--- config.mk ---
export PLATFORM = sky130hd
export DESIGN_NAME = mff_tracker
export DESIGN_NICKNAME = d
export VERILOG_FILES = /design/src/rtl/mff_pkg.sv /design/src/rtl/mff_tracker.sv
export SDC_FILE = /design/constraint.sdc
export NUM_CORES = 1
export LEC_CHECK = 0
export BUFFER_PORTS_ARGS = -buffer_cell sky130_fd_sc_hd__buf_2
export CAP_MARGIN = 10
export CORE_ASPECT_RATIO = 1.4
export CORE_MARGIN = 2
export CORE_UTILIZATION = 45
export DETAILED_ROUTE_END_ITERATION = 8
export PLACE_DENSITY_LB_ADDON = 0.08
export SLEW_MARGIN = 0
export SYNTH_ARGS = -nofsm -noshare
export SYNTH_HDL_FRONTEND = slang
export SYNTH_SLANG_ARGS = --single-unit
--- constraint.sdc ---
create_clock -name clock -period 5.7 [get_ports clock]
set_input_delay 1.71 -clock clock [delete_from_list [all_inputs] [get_ports clock]]
set_output_delay 1.71 -clock clock [all_outputs]
set_load 0.1 [all_outputs]
--- src/rtl/mff_pkg.sv ---
package mff_pkg;

   localparam int MAX_ITEMS_DEFAULT = 256;
   localparam int KEY_BITS_DEFAULT  = 64;
   localparam int VOTE_KEY_W        = 64;
   localparam int WINNER_COUNT_W    = 9;
   localparam int COUNT_SAT         = 511;

   typedef enum logic {
      KIND_RAW    = 1'b0,
      KIND_DOUBLE = 1'b1
   } key_kind_type;

   typedef struct packed {
      logic [VOTE_KEY_W-1:0] vote_key;
      logic                  last_vote;
   } req_payload_type;

   typedef struct packed {
      logic [VOTE_KEY_W-1:0]     winner_key;
      logic [WINNER_COUNT_W-1:0] winner_count;
      logic                      overflow;
   } rsp_payload_type;

   // Control flags that travel with a vote down the row of cells.
   typedef struct packed {
      logic         valid;
      logic         live;
      logic         found;
      logic         last;
      logic         drop;
      key_kind_type mode;
   } token_ctl_type;

   function automatic logic is_nan(input logic [VOTE_KEY_W-1:0] k);
      return (k[62:52] == 11'h7FF) && (k[51:0] != 52'd0);
   endfunction

   function automatic logic keys_match(input logic [VOTE_KEY_W-1:0] a,
                                       input logic [VOTE_KEY_W-1:0] b,
                                       input key_kind_type          kind);
      logic result;
      if (kind == KIND_RAW) begin
         result = (a == b);
      end else if (is_nan(a) || is_nan(b)) begin
         result = 1'b0;
      end else if ((a[62:0] == 63'd0) && (b[62:0] == 63'd0)) begin
         result = 1'b1;
      end else begin
         result = (a == b);
      end
      return result;
   endfunction

endpackage

--- src/rtl/mff_tracker.sv ---
module mff_tracker #(
   parameter int MAX_ITEMS = mff_pkg::MAX_ITEMS_DEFAULT,
   parameter int KEY_BITS  = mff_pkg::KEY_BITS_DEFAULT
) (
   input  logic                               clock,
   input  logic                               reset,
   input  logic                               enable,
   input  mff_pkg::token_ctl_type             in_ctl,
   input  logic [KEY_BITS-1:0]                in_key,
   input  logic [$clog2(MAX_ITEMS+1)-1:0]     in_count,
   input  logic [$clog2(MAX_ITEMS)-1:0]       in_index,
   output logic                               rsp_valid,
   output mff_pkg::rsp_payload_type           rsp_data
);
   import mff_pkg::*;

   localparam int CNT_W = $clog2(MAX_ITEMS + 1);
   localparam int IDX_W = $clog2(MAX_ITEMS);

   logic [CNT_W-1:0]    lead_count_ff, lead_count_in;
   logic [IDX_W-1:0]    lead_index_ff, lead_index_in;
   logic [KEY_BITS-1:0] lead_key_ff, lead_key_in;
   logic                overflow_ff, overflow_in;
   logic                rsp_valid_ff, rsp_valid_in;
   rsp_payload_type     rsp_data_ff, rsp_data_in;
   logic                take;
   logic                close;

   always_comb begin
      take = in_ctl.found &&
             ((in_count > lead_count_ff) ||
              ((in_count == lead_count_ff) && (in_index < lead_index_ff)));
      close = in_ctl.valid && in_ctl.last;

      lead_count_in = take ? in_count : lead_count_ff;
      lead_index_in = take ? in_index : lead_index_ff;
      lead_key_in   = take ? in_key : lead_key_ff;
      overflow_in   = overflow_ff | (in_ctl.valid & in_ctl.drop);

      rsp_valid_in = close;
      rsp_data_in  = rsp_data_ff;
      if (close) begin
         rsp_data_in.winner_key   = (lead_count_in != '0) ?
                                    VOTE_KEY_W'(lead_key_in) : '0;
         rsp_data_in.winner_count = (32'(lead_count_in) > 32'(COUNT_SAT)) ?
                                    WINNER_COUNT_W'(COUNT_SAT) :
                                    WINNER_COUNT_W'(lead_count_in);
         rsp_data_in.overflow     = overflow_in;
         lead_count_in            = '0;
         lead_index_in            = '0;
         overflow_in              = 1'b0;
      end
   end

   always_ff @(posedge clock) begin
      if (reset) begin
         lead_count_ff <= '0;
         lead_index_ff <= '0;
         overflow_ff   <= 1'b0;
         rsp_valid_ff  <= 1'b0;
      end else if (enable) begin
         lead_count_ff <= lead_count_in;
         lead_index_ff <= lead_index_in;
         overflow_ff   <= overflow_in;
         rsp_valid_ff  <= rsp_valid_in;
      end
   end

   always_ff @(posedge clock) begin
      if (enable) begin
         lead_key_ff <= lead_key_in;
         rsp_data_ff <= rsp_data_in;
      end
   end

   assign rsp_valid = rsp_valid_ff;
   assign rsp_data  = rsp_data_ff;

endmodule

Word-level counts from Yosys, hierarchy flattened
Cells that the tools add are included.
{ "totals": {"ff_bits": 157, "input_bits": 90, "out_inout_bits": 75, "elab_cells": 27} }
{ "op_classes": {"order_cmp": 2, "n_eq_ne": 1, "mux": 6, "bitwise": 2, "n_reduce_logical": 8} }
{ "ops": {"columns": ["operator", "count"], "rows": [
  ["two-way mux 64 bit", 1],
  ["two-way mux 9 bit", 2],
  ["two-way mux 8 bit", 2],
  ["== test 9 bit", 1],
  ["> comparator 9 bit", 1],
  ["nonzero test 9 bit", 1],
  ["less-than comparator 8 bit", 1],
  ["AND reduction 2 bit", 2],
  ["logical AND 1 bit", 3],
  ["nonzero test 2 bit", 1],
  ["bitwise AND 1 bit", 1],
  ["logical OR 1 bit", 1],
  ["two-way mux 1 bit", 1],
  ["OR 1 bit", 1]
]} }

Depth between registers and ports, before layout
{ "depth": {"ltp_word": 6, "mapped_depth": 11, "ltp_nobuf": 8} }

Worst setup path after synthesis
Ideal clock, no wire load.
{ "synth_path": {"kind": "input to register", "startpoint": "input in_ctl[5] (netlist name)", "endpoint": "register rsp_data_ff, in the netlist rsp_data[0] (enable)", "setup_time_ns": 0.510, "t_arrival_ns": 5.312, "setup_slack_ns": -0.122, "path_stages": 3, "cell_sequence": "nand2_1 -> clkbuf_1 -> nor2_1"} }
{ "synth_via": {"elab_chain_cells": 2} }
{ "synth_rtl": {"columns": ["item", "line", "source"], "rows": [
  ["from (decl)", "mff_tracker.sv:8", "input mff_pkg::token_ctl_type in_ctl,"],
  ["logical AND 1 bit", "mff_tracker.sv:33", "close = in_ctl.valid && in_ctl.last;"],
  ["AND reduction 2 bit (no line)", null, null],
  ["to (signal assigned)", "mff_tracker.sv:72", "rsp_data_ff <= rsp_data_in;"],
  ["to (decl)", "mff_tracker.sv:25", "rsp_payload_type rsp_data_ff, rsp_data_in;"]
]} }
No other way between the ends.
A chain may end at the register's enable or synchronous reset.

Worst setup path in the final report
{ "layout_path": {"startpoint": "input in_count[3]", "endpoint": "register rsp_data_ff, in the netlist rsp_data[18] (data pin)"} }
{ "layout_via": {"word_cells_on_any_way": 8} }
{ "layout_lines": {"columns": ["item", "line", "source"], "rows": [
  ["from (decl)", "mff_tracker.sv:10", "input logic [$clog2(MAX_ITEMS+1)-1:0] in_count,"],
  ["parallel branches: the longest is 2 deep, another holds > comparator 9 bit", null, null],
  ["logical OR 1 bit (*)", "mff_tracker.sv:31", "((in_count > lead_count_ff) ||"],
  ["logical AND 1 bit (*)", "mff_tracker.sv:30", "take = in_ctl.found &&"],
  ["two-way mux 64 bit (*)", "mff_tracker.sv:37", "lead_key_in = take ? in_key : lead_key_ff;"],
  ["net lead_key_in[8]", "mff_tracker.sv:22", "logic [KEY_BITS-1:0] lead_key_ff, lead_key_in;"]
]} }
Mark *: on every way through the listed nets, which the timed path passes.

==> results.yml <==
power_and_ir_drop:
  pwr-share-clk: 0.349
  combPwrFrac: 0.184
  switching_power_uw: 838
  power_leakage_nw: 3.42
  powerDensity_mw_per_mm2: 346
  seq_power_share: 0.467
  p_sw_frac: 0.283
  p_int_mw: 2.12
  ir_worst_vdd_mv: 0.181
worst_hold_path:
  hold_path.startpoint: "lead_index_ff[4]$_SDFFE_PP0P_"
  worstHoldPathType: "reg -> reg"
  min_path_cells: 2
  whs_endpoint: "lead_index_ff[4]$_SDFFE_PP0P_"
floorplanning:
  pin_count: 165
  die_area_mm2: 0.0166
  rows: 53
  die_h_um: 152
  die_width_um: 109
  coreArea_mm2: 0.0151
  initial_utilization: 0.463
global_route:
  grt_pass1_vias: 4262
  grt.total_usage: 0.174
  grt.overflow.total: 0
  grt_pass1_wl_mm: 21.7
  grt_max_degree: 65
  antenna_found_initial: 1
cts:
  cts_tree: "done"
  clock_sink_count: 157
  cts_htree_levels: 4
  cts_resized: 0
  cts_hold_buf: 0
  cts-buffers-inserted: 17
  clk_latency_ps: 420
  cts_setup_buffers: 0
  clk_pin_slew_ps: 60
  cts_max_path_buffers: 2
  root_buffer: "clkbuf_16"
detailed_routing:
  first_pass_iters: 4
  first_iter_violations: 211
  drc: 0
  routedWlPerCell_um: 17.3
  final_antenna_net_count: 0
  num_vias: 4181
  routed_via_density: 5.12
  finalWirelength_mm: 14.1
logic_synthesis:
  seq_area_frac_synth: 0.647
  syn-instance-count: 447
  avgSynthCellArea_um2: 15.6
  synth.net_count: 553
  synth-seq-cells: 157
  ys_types: 33
  syn_area_mm2: 0.00700
  yosysWarnings: 0
place:
  postPlaceCellArea_mm2: 0.00800
  port_buffers: 162
  dp_hpwl_mm: 9.12
  place_congestion: 0.780
critical_path:
  crit_type: "in -> reg"
  r2r_cells: 9
  r2r_start: "lead_count_ff[4]$_SDFFE_PP0P_"
  worstPathMaxFanout: 37
  r2r_slack_ps: 2690
  cp_top_family: "compound AO/OA/AOI/OAI gates"
  endpoint_kind: "flip-flop"
  crit_buf_inv: 2
  slowest_stage: "buf_4"
  arrival_ps: 4160
  r2r-end: "rsp_data[18]$_SDFFCE_PN0P_"
  start_kind: "input port"
  path_cells: "buf_2 -> ha_1 -> nand4_1 -> o21bai_1 -> a211oi_1 -> a2bb2oi_4 -> buf_4 -> mux2_2 -> nor2b_1"
  worst_ep_required_time_ps: 5850
  cpPeakStageDelay_ps: 530
timing:
  timing.final.hold_violations: 0
  min_period_ps: 4010
  setup_violations: 0
  worst_slew_pin_slew_ps: 809
  fin_crit_sh: 0.704
  max_freq_mhz: 249
  finClkSkew_ps: 15.0
  setup_tns_ps: 0
  slew_headroom: 0.459
  drv_slew: 0
  rsz0062_at_grt: "no"
final_layout:
  area_growth_pct: 22.1
  final_cell_mix: "buf_2 (161), edfxtp_1 (138), nor2b_1 (64)"
  final_common_cell: "buf_2"
  layout-drive-gt1-share: 0.443
  fill_cells: 1313
  fin_nets: 717
  final_area_mm2: 0.00854
run:
  cap_violations: 0
run_status:
  status: "completed"
## sequential cells by signal, indices dropped and copies added, names as in the netlist
name           cells
rsp_valid          1
lead_index_ff      8
lead_count_ff      9
overflow_ff        1
lead_key_ff       64
rsp_data          74
## cell type report
type                    instances  area (µm²)  area share
repair buffers                168         896       0.105
diodes                          2        5.00    0.000586
clock buffers                  18         429      0.0502
flip-flops and latches        157        4520       0.530
well taps                     192         240      0.0281
clock inverters                13         108      0.0126
inverters                      20        75.1     0.00879
multi-input cells             247        2270       0.265
## synthesized netlist by cell type, drive strengths merged
library cell    n  area (µm²)
nand2           5        18.8
buf            17         135
dfxtp          19         380
clkbuf          6        22.5
nor4            3        18.8
nand2b          2        12.5
nor2            6        22.5
nand3          20         100
and4            1        8.76
a211oi          2        15.0
nor3            2        10.0
edfxtp        138        4140
ha             16         200
or3            16         105
nand4           3        18.8
o31ai          15         113
a21boi          1        7.51
a21oi           7        46.3
a2bb2oi         1        15.0
inv            20        75.1
mux2           72        1030
o32ai           2        17.5
nor2b          64         400
o21ai           4        20.0
nor3b           1        7.51
o211ai          1        7.51
nor4b           1        23.8
o21bai          1        7.51
mux2i           1        13.8
## tightest hold or removal path, delay by kind of cell, from the launching register on
family	cells	cell delay, ps
buffers and inverters	1	60
flip-flops	1	300
AO/OA/AOI/OAI	1	70
## metrics by stage
stage          setup slack [ps]  utilization  std cells  power (mW)  hold WS [ps]
4_1_cts                    1660        0.565        815        3.00           479
3_5_place_dp               1220        0.529        784        1.96           466
6_report                   1690        0.565        817        2.96           474
2_1_floorplan              1150            -        447        1.83           449
5_1_grt                    1540        0.565        816        3.08           499
3_3_place_gp               1240        0.529        784        1.94           462
## cells by family (layout without fill, tap and decap cells)
kind of cell    count (synthesis)  in the layout  synth area share
compound gates                 34             34            0.0356
other cells                     0              2                 0
buf+inv                        43            219            0.0333
mux                            73             73             0.149
simple gates                  124            124             0.107
flops                         157            157             0.647
fa+ha+maj                      16             16            0.0286
## routing by layer
| metal | GRT usage | vias to the layer above | share of wire |
|---|---|---|---|
| met5 | 0 | - | 0 |
| met4 | 0.0665 | 0 | 0.013 |
| met3 | 0.0432 | 13 | 0.051 |
| met2 | 0.300 | 102 | 0.52 |
| met1 | 0.208 | 2074 | 0.41 |
| li1 | - | 1992 | - |
## power by group through the flow
stage | combinational, mW | clock, mW | sequential, mW
3_3_place_gp | 0.541 | 0 | 1.40
6_report | 0.545 | 1.03 | 1.38
5_1_grt | 0.587 | 1.11 | 1.39
3_5_place_dp | 0.550 | 0 | 1.41
4_1_cts | 0.553 | 1.06 | 1.38
2_1_floorplan | 0.262 | 0 | 1.57
## worst max-delay path by stage
stage	startpoint	endpoint	slack [ps]	cells after the start
final	in_count[3]	rsp_data[18]$_SDFFCE_PN0P_	1690	9
after global routing	in_count[3]	rsp_data[18]$_SDFFCE_PN0P_	1540	9
after CTS	in_count[6]	rsp_data[18]$_SDFFCE_PN0P_	1660	9
after detailed placement	in_count[3]	rsp_data[18]$_SDFFCE_PN0P_	1220	9
after global placement	in_count[3]	rsp_data[12]$_SDFFCE_PN0P_	1240	9
after floorplan	in_ctl[5]	rsp_data[0]$_DFFE_PP_	1150	3
(Power assumes the default switching activity.)
