## src/rtl/mff_pkg.sv

```systemverilog
package mff_pkg;

   localparam int MAX_ITEMS_DEFAULT = 256;
   localparam int KEY_BITS_DEFAULT  = 64;
   localparam int VOTE_KEY_W        = 64;
   localparam int WINNER_COUNT_W    = 9;
   localparam int COUNT_SAT         = 511;

   typedef enum logic {
      KIND_RAW    = 1'b0,
      KIND_DOUBLE = 1'b1
   } key_kind_type;

   typedef struct packed {
      logic [VOTE_KEY_W-1:0] vote_key;
      logic                  last_vote;
   } req_payload_type;

   typedef struct packed {
      logic [VOTE_KEY_W-1:0]     winner_key;
      logic [WINNER_COUNT_W-1:0] winner_count;
      logic                      overflow;
   } rsp_payload_type;

   // Control flags that travel with a vote down the row of cells.
   typedef struct packed {
      logic         valid;
      logic         live;
      logic         found;
      logic         last;
      logic         drop;
      key_kind_type mode;
   } token_ctl_type;

   function automatic logic is_nan(input logic [VOTE_KEY_W-1:0] k);
      return (k[62:52] == 11'h7FF) && (k[51:0] != 52'd0);
   endfunction

   function automatic logic keys_match(input logic [VOTE_KEY_W-1:0] a,
                                       input logic [VOTE_KEY_W-1:0] b,
                                       input key_kind_type          kind);
      logic result;
      if (kind == KIND_RAW) begin
         result = (a == b);
      end else if (is_nan(a) || is_nan(b)) begin
         result = 1'b0;
      end else if ((a[62:0] == 63'd0) && (b[62:0] == 63'd0)) begin
         result = 1'b1;
      end else begin
         result = (a == b);
      end
      return result;
   endfunction

endpackage

```

## src/rtl/mff_cell.sv

```systemverilog
module mff_cell #(
   parameter int MAX_ITEMS  = mff_pkg::MAX_ITEMS_DEFAULT,
   parameter int KEY_BITS   = mff_pkg::KEY_BITS_DEFAULT,
   parameter int CELL_INDEX = 0
) (
   input  logic                               clock,
   input  logic                               reset,
   input  logic                               enable,
   input  mff_pkg::token_ctl_type             in_ctl,
   input  logic [KEY_BITS-1:0]                in_key,
   input  logic [$clog2(MAX_ITEMS+1)-1:0]     in_count,
   input  logic [$clog2(MAX_ITEMS)-1:0]       in_index,
   output mff_pkg::token_ctl_type             out_ctl,
   output logic [KEY_BITS-1:0]                out_key,
   output logic [$clog2(MAX_ITEMS+1)-1:0]     out_count,
   output logic [$clog2(MAX_ITEMS)-1:0]       out_index
);
   import mff_pkg::*;

   localparam int CNT_W = $clog2(MAX_ITEMS + 1);
   localparam int IDX_W = $clog2(MAX_ITEMS);

   logic                 valid_ff, valid_in;
   logic [KEY_BITS-1:0]  key_ff, key_in;
   logic [CNT_W-1:0]     count_ff, count_in;
   token_ctl_type        out_ctl_ff, out_ctl_in;
   logic [KEY_BITS-1:0]  out_key_ff, out_key_in;
   logic [CNT_W-1:0]     out_count_ff, out_count_in;
   logic [IDX_W-1:0]     out_index_ff, out_index_in;
   logic                 hit;
   logic                 claim;

   always_comb begin
      hit = valid_ff && in_ctl.live && !in_ctl.found &&
            keys_match(VOTE_KEY_W'(key_ff), VOTE_KEY_W'(in_key), in_ctl.mode);
      claim = !valid_ff && in_ctl.live && !in_ctl.found;

      valid_in = valid_ff;
      key_in   = key_ff;
      count_in = count_ff;
      if (hit) begin
         count_in = count_ff + CNT_W'(1);
      end
      if (claim) begin
         valid_in = 1'b1;
         key_in   = in_key;
         count_in = CNT_W'(1);
      end
      // The closing vote of a set empties the cell behind it.
      if (in_ctl.valid && in_ctl.last) begin
         valid_in = 1'b0;
      end

      out_ctl_in       = in_ctl;
      out_ctl_in.found = in_ctl.found | hit | claim;
      out_key_in       = hit ? key_ff : in_key;
      out_count_in     = (hit || claim) ? count_in : in_count;
      out_index_in     = (hit || claim) ? IDX_W'(CELL_INDEX) : in_index;
   end

   always_ff @(posedge clock) begin
      if (reset) begin
         valid_ff   <= 1'b0;
         out_ctl_ff <= '0;
      end else if (enable) begin
         valid_ff   <= valid_in;
         out_ctl_ff <= out_ctl_in;
      end
   end

   always_ff @(posedge clock) begin
      if (enable) begin
         key_ff       <= key_in;
         count_ff     <= count_in;
         out_key_ff   <= out_key_in;
         out_count_ff <= out_count_in;
         out_index_ff <= out_index_in;
      end
   end

   assign out_ctl   = out_ctl_ff;
   assign out_key   = out_key_ff;
   assign out_count = out_count_ff;
   assign out_index = out_index_ff;

endmodule

```

## config.mk

```make
export PLATFORM = sky130hd
export DESIGN_NAME = mff_cell
export DESIGN_NICKNAME = d
export VERILOG_FILES = /design/src/rtl/mff_pkg.sv /design/src/rtl/mff_cell.sv
export SDC_FILE = /design/constraint.sdc
export NUM_CORES = 1
export LEC_CHECK = 0
export BUFFER_PORTS_ARGS = -buffer_cell sky130_fd_sc_hd__buf_4
export CORE_MARGIN = 2
export CORE_UTILIZATION = 48
export CTS_CLUSTER_DIAMETER = 80
export CTS_CLUSTER_SIZE = 8
export DETAILED_ROUTE_END_ITERATION = 8
export GPL_ROUTABILITY_DRIVEN = 0
export PLACE_DENSITY = 0.76
export SLEW_MARGIN = 20
export SYNTH_ARGS = -nofsm -noshare
export SYNTH_HDL_FRONTEND = slang
export SYNTH_SLANG_ARGS = --single-unit
```

## constraint.sdc

```tcl
create_clock -name clock -period 3.3 [get_ports clock]
set_input_delay 0.66 -clock clock [delete_from_list [all_inputs] [get_ports clock]]
set_output_delay 0.66 -clock clock [all_outputs]
set_load 0.02 [all_outputs]
```

; ---- Yosys cells after proc, flatten, opt, wreduce, memory -nomap -nowiden
; Cells that the tools add are included.
[op_classes]
n_eq_ne = 3
n_mux = 9
bitwise_logic = 2
n_addsub = 1
n_reduce_logical = 20
[op_table]
columns = cell, n
row1 = logical NOT 63 bit, 2
row2 = nonzero test 52 bit, 2
row3 = equality test 64 bit, 1
row4 = 2-to-1 mux 64 bit, 1
row5 = 2-to-1 mux 9 bit, 3
row6 = equality test 11 bit (second input constant), 2
row7 = adder 9 x 1 -> 9 bit (second input constant), 1
row8 = logical AND 1 bit, 9
row9 = 2-to-1 mux 1 bit, 5
row10 = AND reduction 2 bit, 2
row11 = logical NOT 1 bit, 2
row12 = logical OR 1 bit, 2
row13 = OR 1 bit, 2
row14 = nonzero test 2 bit, 1
[totals]
output_inout_bits = 87
regBits = 161
inputBits = 90

; ---- Logic depth before layout (Yosys ltp)
[logic_depth]
depth_word = 9
mapped_depth = 8
mapped_depth_nobuf = 7

; ---- Least setup slack after synthesis
; No wires, ideal clock.
[synth_path]
path_kind = input to register
start = input in_ctl[4] (netlist bit)
end = register key_ff[0], enable pin
path_buffers = 1
stages = 3
arrival_time_ns = 3.120
setup_slack_ns = -0.248
cell_sequence = nor3b_1 -> clkbuf_1 -> and2_1
[synth_between]
elab_chain_len = 3
[synth_lines]
columns = item, line_no
row1 = from (decl), mff_cell.sv:9  ; input mff_pkg::token_ctl_type in_ctl,
row2 = logical AND 1 bit (2 in a row), mff_cell.sv:36  ; claim = !valid_ff && in_ctl.live && !in_ctl.found;
row3 = AND reduction 2 bit (no line), --
row4 = to (signal assigned), mff_cell.sv:73  ; key_ff <= key_in;
row5 = to (decl), mff_cell.sv:24  ; logic [KEY_BITS-1:0] key_ff, key_in;
; Every way passes these cells.
; A chain may end at the register's enable or synchronous reset.

; ---- Worst setup path after layout
[layout_path]
start = input in_key[3]
end = register count_ff[0], data pin
[layout_between]
elab_chain_len = 8
word_cells_on_any_way = 12
[layout_lines]
columns = item, line_no
row1 = from (decl), mff_cell.sv:10  ; input logic [KEY_BITS-1:0] in_key,
row2 = logical NOT 63 bit / nonzero test 52 bit (equally long branches), "mff_pkg.sv:47, mff_pkg.sv:36"
row3 = "logical AND 1 bit, on equally long branches", "mff_pkg.sv:47, mff_pkg.sv:36"
row4 = 2-to-1 mux 1 bit / logical OR 1 bit (equally long branches), "mff_pkg.sv:47, mff_pkg.sv:45"
row5 = 2-to-1 mux 1 bit, mff_pkg.sv:45  ; end else if (is_nan(a) || is_nan(b)) begin
row6 = 2-to-1 mux 1 bit (*), mff_pkg.sv:43  ; if (kind == KIND_RAW) begin
row7 = logical AND 1 bit (*), mff_cell.sv:34  ; hit = valid_ff && in_ctl.live && !in_ctl.found &&
row8 = 2-to-1 mux 9 bit (*), mff_cell.sv:41  ; if (hit) begin
row9 = 2-to-1 mux 9 bit (*), mff_cell.sv:44  ; if (claim) begin
row10 = named net count_in[0], mff_cell.sv:25  ; logic [CNT_W-1:0] count_ff, count_in;
row11 = to (signal assigned), mff_cell.sv:74  ; count_ff <= count_in;
row12 = to (decl), mff_cell.sv:25
; Mark *: on every way through the listed nets, which the timed path passes. The rest lies on a longest branch.

==> flow_summary.ini <==
[floorplanning]
dieArea_um2 = 15800
die_h_um = 126
fp.dieW_um = 126
coreArea_um2 = 14500
pin_count = 177
fp-row-count = 44
start_util_pct = 49.0

[timing]
fmax_mhz = 345
grt_setup_unrepaired = no
hold_violations = 0
finalSetupViolations = 0
tightest_slew_ps = 670
finClkSkew_ps = 10.5
timing.final.crit_share_pct = 87.9
slew_headroom_pct = 55.2
setup_tns_ps = 0
fin_crit_ps = 2900
slew_viol_final = 0

[placed_design]
port-buffer-count = 176
hpwl_um = 12400
dpl_cell_area_um2 = 8430

[clocking]
clk_pin_slew_worst_paths_ps = 60
cts-root-buf = clkbuf_16
cts_hold_buffers = 0
cts_tree = built
worstSkewPairLatency_ps = 420
cts.sinks = 161
ctsHtreeMaxLevel = 4
cts_setup_buffers = 0
clk_path_buf_depth = 2
numCtsBuffers = 17
post_cts_resized = 0

[global_routing]
grt_pass1_wl_um = 26400
grt_pass1_vias = 4914
grt_util_all_layers_pct = 21.9
antenna_found_initial = 0
overflow = 0
grt_max_degree = 65

[synth]
ys_ff_latch = 161
synth_cell_type_count = 48
syn-num-nets = 612
synth_area_um2 = 7100
postSynthCellCount = 521
yosysSeqAreaShare_pct = 67.1
postSynthAreaPerCell_um2 = 13.6
yosys_warnings = 0

[critical_path]
cp_num_buf_inv = 2
crit_chain = buf_4, nor4_1, nand4_1, nor4_2, o2111ai_1, o31ai_4, buf_4, mux2i_1
r2r_start = key_ff[29]$_DFFE_PP_
cp_common_cell = buf_4
critPathMaxStageDelay_ps = 490
cp-start-kind = primary input
reg2reg_depth = 7
end_kind = flop
worstSetupPathType = in2reg
cp.required_ps = 3560
critPathSlowestCell = nor4_1
cp_data_arrival_time_ps = 3160
r2r-end = count_ff[0]$_DFFE_PP_
ff2ff_setup_slack_ps = 460
critPathMaxFanout = 20
worst_path_dominant_cell_family = simple AND/OR/NAND/NOR gates

[worst_hold_path]
hp-start = in_key[5]
worstHoldEndpoint = key_ff[5]$_DFFE_PP_
hold_path_class = in2reg
whs_path_depth = 1

[final_layout]
antenna-diode-count = 0
multi_input_area_um2 = 2030
area.growth.synth_to_final_pct = 26.3
n_fill_cell = 1114
drive_above_1_share_pct = 35.0
final_cell_area_um2 = 8970
ff_latch_area_um2 = 4760
nets = 741

[detailed_routing]
first_iter_violations = 339
firstDrtPassIters = 5
route.detailed.drc = 0
via_per_inst = 5.69
dr_total_vias = 4820
drt-wirelength-per-cell_um = 20.1
routed_wl_um = 17100
ant_nets = 0

[pwr]
p_leak_nw = 3.25
ir_drop_uv = 351
power_density_nw_per_um2 = 534

[job]
maxCapViolCount = 0

[run_status]
status = completed
-- power by group --
part	switching (W)	internal [W]
Sequential	0.0000494	0.00237
Clock	0.000836	0.000968
Combinational	0.000318	0.000247
Total	0.00120	0.00358
-- metrics by stage --
stage / hold WS, ps / setup slack (ps) / cells / power (W) / utilization [%]
floorplan: 525 / 439 / 521 / 0.00272 / -
global placement: 478 / 216 / 815 / 0.00301 / 58.2
detailed placement: 491 / 42.4 / 815 / 0.00302 / 58.2
CTS: 427 / 452 / 847 / 0.00481 / 61.9
global route: 423 / 283 / 847 / 0.00494 / 61.9
finish: 446 / 399 / 847 / 0.00478 / 61.9
-- Yosys cell counts (all sizes together) --
cell type,number,area share [%]
and4,1,0.12
o211ai,2,0.21
buf,3,0.48
o21ai,1,0.070
a221oi,2,0.25
nor2b,3,0.26
o2111a,1,0.16
and3,3,0.26
o31a,1,0.12
o31ai,2,0.41
nor3,7,0.65
ha,1,0.18
o2111ai,4,0.49
nor4,37,3.7
xor2,11,1.4
mux2,1,0.16
nand2,32,1.7
nand3,15,1.1
or3,2,0.19
nand3b,3,0.32
a211oi,4,0.42
a31oi,1,0.088
nor3b,9,0.95
clkbuf,72,3.8
dfxtp,7,2.0
a21oi,1,0.070
o21a,1,0.11
and2,1,0.088
inv,1,0.053
or4,1,0.16
a311oi,1,0.12
nand4,28,2.5
o211a,2,0.28
edfxtp,154,65
o311ai,5,0.62
nor4b,1,0.12
mux2i,16,2.3
xnor2,59,7.3
nor2,23,1.4
a2111oi,2,0.42
-- worst register-to-register path: stages (launching register included) --
cell and delay [ps]:
edfxtp_1 410, nor4_1 470, nand3_1 320, nor4_1 520, o2111ai_1 260, o31ai_4 120
buf_4 330, mux2i_1 250
-- cell families after synthesis --
family	count (synthesis)	share of synthesized area (%)
AO/OA/AOI/OAI	30	3.84
buffers and inverters	76	4.34
adder cells (fa/ha/maj)	1	0.176
AND/OR/NAND/NOR	166	13.5
multiplexers	17	2.42
XOR/XNOR	70	8.64
flip-flops	161	67.1
-- placed cells by master (no fill, tap or decap), drive strengths merged, types with 6 or more instances in the layout --
master / synthesis / layout
mux2i: 16 / 16
nand4: 28 / 28
nand2: 32 / 32
nand3: 15 / 15
xor2: 11 / 11
clkbuf: 72 / 17
nor2: 23 / 23
edfxtp: 154 / 154
nor4: 37 / 37
nor3b: 9 / 9
nor3: 7 / 7
xnor2: 59 / 59
dfxtp: 7 / 7
buf: 3 / 185
inv: 1 / 6
-- sequential cells by signal, summed over array words and instances (netlist names) --
name and cells:
key_ff 64, out_key 64, count_ff 9, out_count 9, out_index 8, out_ctl 6
valid_ff 1
-- layer usage --
layer,global-route usage [%],vias up,share of wire (%)
met1,27.3,2360,40
met2,36.3,241,50
met4,7.39,0,1.9
met5,0,-,0
met3,7.10,28,8.5
li1,-,2191,-
-- worst max path at each step --
stage	start	slack (ps)	cells past startpoint	end
after floorplan	in_ctl[4]	440	3	key_ff[0]$_DFFE_PP_
after global placement	in_key[3]	220	8	out_count[7]$_DFFE_PP_
after detailed placement	in_key[3]	40	8	count_ff[0]$_DFFE_PP_
after CTS	in_key[3]	450	8	count_ff[0]$_DFFE_PP_
after global routing	key_ff[42]$_DFFE_PP_	280	7	out_count[4]$_DFFE_PP_
final	in_key[3]	400	8	count_ff[0]$_DFFE_PP_
-- final cells by class --
class                           instances  area share (%)
Multi-Input combinational cell        284            22.6
Clock inverter                         15            1.23
Inverter                                1          0.0419
Tap cell                              184            2.57
Clock buffer                           17            4.74
Sequential cell                       161            53.1
Timing Repair Buffer                  185            15.6
Power figures use the tool's default switching activity.
